**src/wfc_pkg.sv**
```systemverilog
// Shared types and constants for the word frequency counter.
`timescale 1ns / 1ps
`default_nettype none
package wfc_pkg;

  localparam int unsigned DICT_ENTRIES_DEF = 256;
  localparam int unsigned MAX_WORD_LEN_DEF = 16;
  localparam int unsigned LETTER_W         = 5;
  localparam int unsigned INDEX_W          = 9;
  localparam int unsigned COUNT_W          = 32;

  localparam logic [7:0] CHAR_LO_A = 8'h61;  // 'a'
  localparam logic [7:0] CHAR_LO_Z = 8'h7A;  // 'z'
  localparam logic [7:0] CHAR_UP_A = 8'h41;  // 'A'
  localparam logic [7:0] CHAR_UP_Z = 8'h5A;  // 'Z'

  localparam logic [COUNT_W-1:0] COUNT_SAT = '1;

  typedef struct packed {
    logic [7:0] char_code;
    logic       line_end;
  } in_data_t;

  typedef struct packed {
    logic [INDEX_W-1:0] word_index;
    logic [COUNT_W-1:0] word_count;
    logic               is_new;
    logic               dict_full;
    logic               truncated;
    logic [COUNT_W-1:0] total_words;
  } out_data_t;

  // control broadcast to every dictionary cell
  typedef struct packed {
    logic cmp_en;     // register the compare result
    logic upd_en;     // apply the count update or insert
    logic insert_en;  // word missed and there is room
  } cell_ctrl_t;

  function automatic logic [COUNT_W-1:0] sat_inc(input logic [COUNT_W-1:0] v);
    sat_inc = (v == COUNT_SAT) ? v : v + COUNT_W'(1);
  endfunction

endpackage
`default_nettype wire

```
**src/wfc_cell.sv**
```systemverilog
// One dictionary entry: stored word, length, count and compare logic.
`timescale 1ns / 1ps
`default_nettype none
module wfc_cell #(
  parameter int unsigned MAX_WORD_LEN = wfc_pkg::MAX_WORD_LEN_DEF,
  localparam int unsigned LEN_W = $clog2(MAX_WORD_LEN + 1),
  localparam int unsigned WORD_W = MAX_WORD_LEN * wfc_pkg::LETTER_W
) (
  input  wire logic                        clk,
  input  wire logic                        rst_n,
  input  wire wfc_pkg::cell_ctrl_t         ctrl_i,
  input  wire logic [WORD_W-1:0]           cmp_letters_i,
  input  wire logic [LEN_W-1:0]            cmp_len_i,
  input  wire logic                        prev_valid_i,
  output logic                             valid_o,
  output logic                             match_o,
  output logic [wfc_pkg::COUNT_W-1:0]      count_o
);
  import wfc_pkg::*;

  logic                valid_r;
  logic                match_r;
  logic [WORD_W-1:0]   letters_r;
  logic [LEN_W-1:0]    len_r;
  logic [COUNT_W-1:0]  count_r;
  logic                hit;
  logic                take;

  // compare stored word with the broadcast word, letters past the length ignored
  always_comb begin
    hit = valid_r && (len_r == cmp_len_i);
    for (int k = 0; k < MAX_WORD_LEN; k++) begin
      if (LEN_W'(k) < cmp_len_i &&
          letters_r[k*LETTER_W +: LETTER_W] != cmp_letters_i[k*LETTER_W +: LETTER_W]) begin
        hit = 1'b0;
      end
    end
  end

  // first free cell in the chain takes an inserted word
  assign take = ctrl_i.upd_en && ctrl_i.insert_en && prev_valid_i && !valid_r;

  // control state
  always_ff @(posedge clk) begin
    if (!rst_n) begin
      valid_r <= 1'b0;
      match_r <= 1'b0;
    end else begin
      if (ctrl_i.cmp_en) begin
        match_r <= hit;
      end
      if (take) begin
        valid_r <= 1'b1;
      end
    end
  end

  // entry payload
  always_ff @(posedge clk) begin
    if (take) begin
      letters_r <= cmp_letters_i;
      len_r     <= cmp_len_i;
      count_r   <= COUNT_W'(1);
    end else if (ctrl_i.upd_en && match_r) begin
      count_r   <= sat_inc(count_r);
    end
  end

  assign valid_o = valid_r;
  assign match_o = match_r;
  assign count_o = count_r;

endmodule
`default_nettype wire

```
**config.mk**
```make
export PLATFORM = sky130hd
export DESIGN_NAME = wfc_cell
export DESIGN_NICKNAME = d
export VERILOG_FILES = /design/src/wfc_pkg.sv /design/src/wfc_cell.sv
export SDC_FILE = /design/constraint.sdc
export NUM_CORES = 1
export LEC_CHECK = 0
export BUFFER_PORTS_ARGS = -buffer_cell sky130_fd_sc_hd__clkbuf_2
export CORE_ASPECT_RATIO = 1.25
export CORE_MARGIN = 1
export CORE_UTILIZATION = 39
export DETAILED_ROUTE_END_ITERATION = 6
export GPL_ROUTABILITY_DRIVEN = 0
export SLEW_MARGIN = 15
export SYNTH_ARGS = -nofsm -noshare
export SYNTH_HDL_FRONTEND = slang
export SYNTH_SLANG_ARGS = --single-unit
export TNS_END_PERCENT = 20
```
**constraint.sdc**
```tcl
create_clock -name clk -period 6.1 [get_ports clk]
set_input_delay 1.22 -clock clk [delete_from_list [all_inputs] [get_ports clk]]
set_output_delay 1.22 -clock clk [all_outputs]
set_load 0.01 [all_outputs]
```
# ---- After elaboration in Yosys (flattened, before gate mapping)
# Cells that the tools add are included.
dict set report op_classes {
  reduce_logical 23
  add_sub_neg 1
  bitwise_logic 1
  eq_ne 18
  mux 16
  order_cmp 16
}
# op n
set ops {}
lappend ops {{5-bit != test} 16}
lappend ops {{4-bit by 5-bit less-than comparator with 1-bit output, first input constant} 8}
lappend ops {{32-bit by 1-bit adder with 32-bit output, second input constant} 1}
lappend ops {{32-bit equality test, second input constant} 1}
lappend ops {{1-bit logical AND} 21}
lappend ops {{3-bit by 5-bit less-than comparator with 1-bit output, first input constant} 4}
lappend ops {{1-bit two-way mux} 16}
lappend ops {{1-bit by 5-bit less-than comparator with 1-bit output, first input constant} 2}
lappend ops {{2-bit by 5-bit less-than comparator with 1-bit output, first input constant} 2}
lappend ops {{5-bit equality test} 1}
lappend ops {{2-bit AND reduction} 1}
lappend ops {{1-bit logical NOT} 1}
lappend ops {{1-bit inverter} 1}
dict set report totals {
  word_cells 80
  inputBits 91
  regBits 119
  output_inout_bits 34
}

# ---- Logic depth before layout (Yosys ltp)
dict set report logic_depth {
  depth_word 18
  mapped_depth 9
  mapped_depth_nobuf 8
}

# ---- Least setup slack after synthesis
# OpenSTA, ideal clock, no wires.
dict set report synth_path {
  path_type {input to register}
  start {input prev_valid_i}
  end {register len_r[0], enable pin}
  path_stages 3
  arrival_ns 4.116
  path_buffers 2
  slack_ns 1.501
  setup_time_ns 0.482
  required_time_ns 5.618
  path_cell_list {and4b_1 -> clkbuf_1 -> clkbuf_1}
}
dict set report synth_between {
  elab_chain_cells 2
}
# item line_no
set synth_lines {}
lappend synth_lines {{from (decl)} wfc_cell.sv:14} ;# input wire logic prev_valid_i,
lappend synth_lines {{1-bit logical AND (2 in a row)} wfc_cell.sv:41} ;# assign take = ctrl_i.upd_en && ctrl_i.insert_en && prev_valid_i && !valid_r;
lappend synth_lines {{net take} wfc_cell.sv:27} ;# logic take;
lappend synth_lines {{to (signal assigned)} wfc_cell.sv:62} ;# len_r <= cmp_len_i;
lappend synth_lines {{to (decl)} wfc_cell.sv:24} ;# logic [LEN_W-1:0] len_r;
# The timed path passes the listed nets, and every way through them passes these cells.
# A chain may end at the register's enable or synchronous reset.

# ---- Worst setup path in the final report
dict set report layout_path {
  start {input ctrl_i[1] in the netlist's numbering}
  end {register letters_r[47], enable pin}
}
dict set report layout_between {
  elab_chain_cells 3
}
# item line_no
set layout_lines {}
lappend layout_lines {{from (decl)} wfc_cell.sv:11} ;# input wire wfc_pkg::cell_ctrl_t ctrl_i,
lappend layout_lines {{1-bit logical AND (3 in a row)} wfc_cell.sv:41}
lappend layout_lines {{to (signal assigned)} wfc_cell.sv:61} ;# letters_r <= cmp_letters_i;
lappend layout_lines {{to (decl)} wfc_cell.sv:23} ;# logic [WORD_W-1:0] letters_r;
# No other way between the ends.

==> parameters.txt <==
Parameter                              Value

STA
  Fraction of the cycle the final worst path needs    47.9%
  Largest clock skew in the final design    0.00648 ns
  Final sum of negative setup slack    0 ns
  Number of endpoints with negative hold slack in the final report    0
  Fmax    about 340 MHz
  Transition time at the pin with the least slew margin    1.09 ns
  Worst max-slew margin expressed relative to the limit    27.2%
  Min Tclk post-route    slightly below 3 ns
  Number of max-slew violations in the final report    0
  Total setup violations reported at the end of the flow    0
  Final-layout worst hold slack    0.509 ns
  Setup repair after global routing missed its margin    false

Detailed routing
  Violation count after the first detailed-routing iteration    108
  # DRC    0
  Per-cell routed wire length    14.6 um
  Count of vias placed by the detailed router    3511
  Number of routed nets with antenna violations    0
  Total wire length after detailed routing    10600 um
  Routed vias/inst    between 4 and 5
  DRT Pass-1 Iters    4

Logic synthesis
  Post-synth design cell area    5220 um2
  Most instantiated flip-flop cell in the synthesis netlist    sky130_fd_sc_hd__edfxtp_1
  Portion of synthesized cell area occupied by the leading cell type    48.9%
  Proportion of register bits with asynchronous set or reset after synthesis    0%
  Mapped Avg Cell Area    12.8 um2
  Leading post-synthesis cells by cell area    sky130_fd_sc_hd__edfxtp_1 (49%), sky130_fd_sc_hd__dfxtp_1 (13%), sky130_fd_sc_hd__xnor2_1 (9.9%)
  Total nets after synthesis    501
  Number of warning messages in the yosys log    0
  Sequential fraction of the synthesis area    62.0%
  Yosys top cell by area    sky130_fd_sc_hd__edfxtp_1
  Synthesized instance count    409
  Number of register bits inferred by synthesis    around 120
  Count of flip-flops with a built-in enable after synthesis    85
  Distinct cell type count after synthesis    50

Worst hold path
  Min-Delay Path Depth    2
  Min-delay worst type    reg2reg

Cells and area
  Non-Filler Cell Area, Final    6560 um2
  Antenna Diode Count    0
  Most common library cell in the layout ignoring fill and taps    sky130_fd_sc_hd__clkbuf_2
  Fraction of layout cells with a size suffix above 1    28.9%
  Number of inserted filler cells in the final layout    1171
  Area growth syn-to-layout    25.7%
  Highest-count cells in the layout ignoring fill and taps    sky130_fd_sc_hd__clkbuf_2 (124), sky130_fd_sc_hd__edfxtp_1 (85), sky130_fd_sc_hd__xnor2_1 (59)
  Net count of the finished layout    approximately 640

Clock network
  Clock transition at the register clock pins on the worst setup and hold paths after CTS    0.05 ns
  Number of buffers created by CTS    17
  CTS root buf    sky130_fd_sc_hd__clkbuf_16
  Maximum count of clock buffers along a single path    2
  Later-pin clock latency in the skew report    0.41 ns
  Clock sinks    119
  Cts-stage hold buffer count    0
  Clock tree from TritonCTS    yes
  Number of gates given a new drive strength after cts    0
  Level count of the clock H-tree    4
  Post-CTS setup repair buffer count    0

Global routing
  Largest net degree at the start of global routing    75
  Vias in the first global route    3490
  Overflow left after global routing    0
  Initial antenna violation count    0
  Total GRT Usage    16.3%
  First-pass GRT wire length    around 17000 um

Floorplan
  Chip width    around 110 um
  IO Pins    125
  Initial core utilization    40.5%
  Core Footprint    ~13000 um2
  Die area    13800 um2
  Site row count    46
  Chip height    131 um

Critical path
  Worst-path fanout max    74
  Number of cells on the worst reg-to-reg path    2
  Required arrival time at the worst endpoint    6.14 ns
  Critical Path Source Type    input port
  Kind of capture point of the worst setup path    register
  Arrival time of the worst setup path    2.97 ns
  Classification of the worst setup path    in2reg

Power
  Static power due to leakage    between 2 and 2.5 nW
  Maximum ir drop on the vdd rail    between 0.2 and 0.25 mV
  PnR Total Power    roughly 1.9 mW
  Power per unit of standard cell area    290 nW/um2

Place
  Cell Area, Placed    6020 um2
  Final HPWL DP    slightly below 8000 um
  Port buffer count    124

Outcome
  Run status    completed

Job
  Max-cap violation count    0
==> flip-flops by register name (all words and copies together) (netlist names) <==
signal / count
len_r: 5
valid_o: 1
match_o: 1
letters_r: 80
count_o: 32
==> per-stage QoR <==
stage	setup slack (ns)	utilization [%]	instances
after floorplan	1.50	-	409
after global placement	2.78	46.7	693
after detailed placement	2.74	46.7	693
after CTS	3.16	50.9	725
after global routing	3.05	50.9	725
final	3.18	50.9	725
==> Yosys cell counts, types with 2 or more instances <==
| cell type | n |
|---|---|
| sky130_fd_sc_hd__nor2_1 | 40 |
| sky130_fd_sc_hd__xnor2_1 | 59 |
| sky130_fd_sc_hd__a31oi_1 | 7 |
| sky130_fd_sc_hd__edfxtp_1 | 85 |
| sky130_fd_sc_hd__a21oi_1 | 8 |
| sky130_fd_sc_hd__nand2_1 | 13 |
| sky130_fd_sc_hd__and4_1 | 2 |
| sky130_fd_sc_hd__xor2_1 | 54 |
| sky130_fd_sc_hd__o21ai_0 | 5 |
| sky130_fd_sc_hd__o21a_1 | 2 |
| sky130_fd_sc_hd__nor3_1 | 14 |
| sky130_fd_sc_hd__or3_1 | 5 |
| sky130_fd_sc_hd__nand3_1 | 21 |
| sky130_fd_sc_hd__a211oi_1 | 2 |
| sky130_fd_sc_hd__nor4_1 | 4 |
| sky130_fd_sc_hd__inv_1 | 5 |
| sky130_fd_sc_hd__dfxtp_1 | 34 |
| sky130_fd_sc_hd__nand4_1 | 10 |
| sky130_fd_sc_hd__clkbuf_1 | 7 |
| sky130_fd_sc_hd__o32ai_1 | 2 |
==> power by group <==
| part | total, mW | switching [mW] | leakage, nW | internal [mW] |
|---|---|---|---|---|
| clock network | 0.901 | 0.324 | 0.261 | 0.577 |
| registers | 0.895 | 0.00676 | 1.05 | 0.888 |
| logic | 0.107 | 0.0558 | 1.15 | 0.0511 |
| total | 1.90 | 0.387 | 2.47 | 1.52 |
==> routing by layer <==
metal / vias to the layer above / GRT usage [%] / wire length, um
li1: 1746 / - / -
met1: 1633 / 19.9 / 4570
met2: 114 / 25.5 / 5030
met3: 18 / 6.00 / 801
met4: 0 / 7.51 / 214
met5: - / 0 / 0
==> worst paths after layout <==
kind	startpoint	end	slack [ns]
setup / recovery	ctrl_i[1]	letters_r[47]$_DFFE_PP_	3.18
hold / removal	count_o[9]$_SDFFE_PP0P_	count_o[9]$_SDFFE_PP0P_	0.51
setup reg to reg	valid_o$_SDFFE_PN0P_	letters_r[47]$_DFFE_PP_	3.68
hold reg to reg	count_o[9]$_SDFFE_PP0P_	count_o[9]$_SDFFE_PP0P_	0.51
==> critical path, cell delays in order <==
cell                       delay, ns
sky130_fd_sc_hd__clkbuf_2       0.11
sky130_fd_sc_hd__and4b_4        0.95
sky130_fd_sc_hd__buf_4          0.60
==> kinds of logic after synthesis <==
family | after synthesis | share of synthesized area (%)
muxes | 1 | 0.192
AOI/OAI and AO/OA | 35 | 4.53
buffers and inverters | 14 | 1.03
and+or+nand+nor | 126 | 13.1
DFF | 119 | 62.0
xor gates and xnor gates | 113 | 19.0
adders and majority gates | 1 | 0.240
==> area by class of cell <==
cell class / instances / area (um2) / share of cell area [%]
clock buffers: 27 / 483 / 7.37
flip-flops and latches: 119 / 3230 / 49.3
clock inverters: 5 / 48.8 / 0.744
repair buffers: 125 / 628 / 9.58
well taps: 168 / 210 / 3.21
multi-input cells: 276 / 1930 / 29.5
inverters: 5 / 18.8 / 0.286
(Power assumes the default switching activity.)
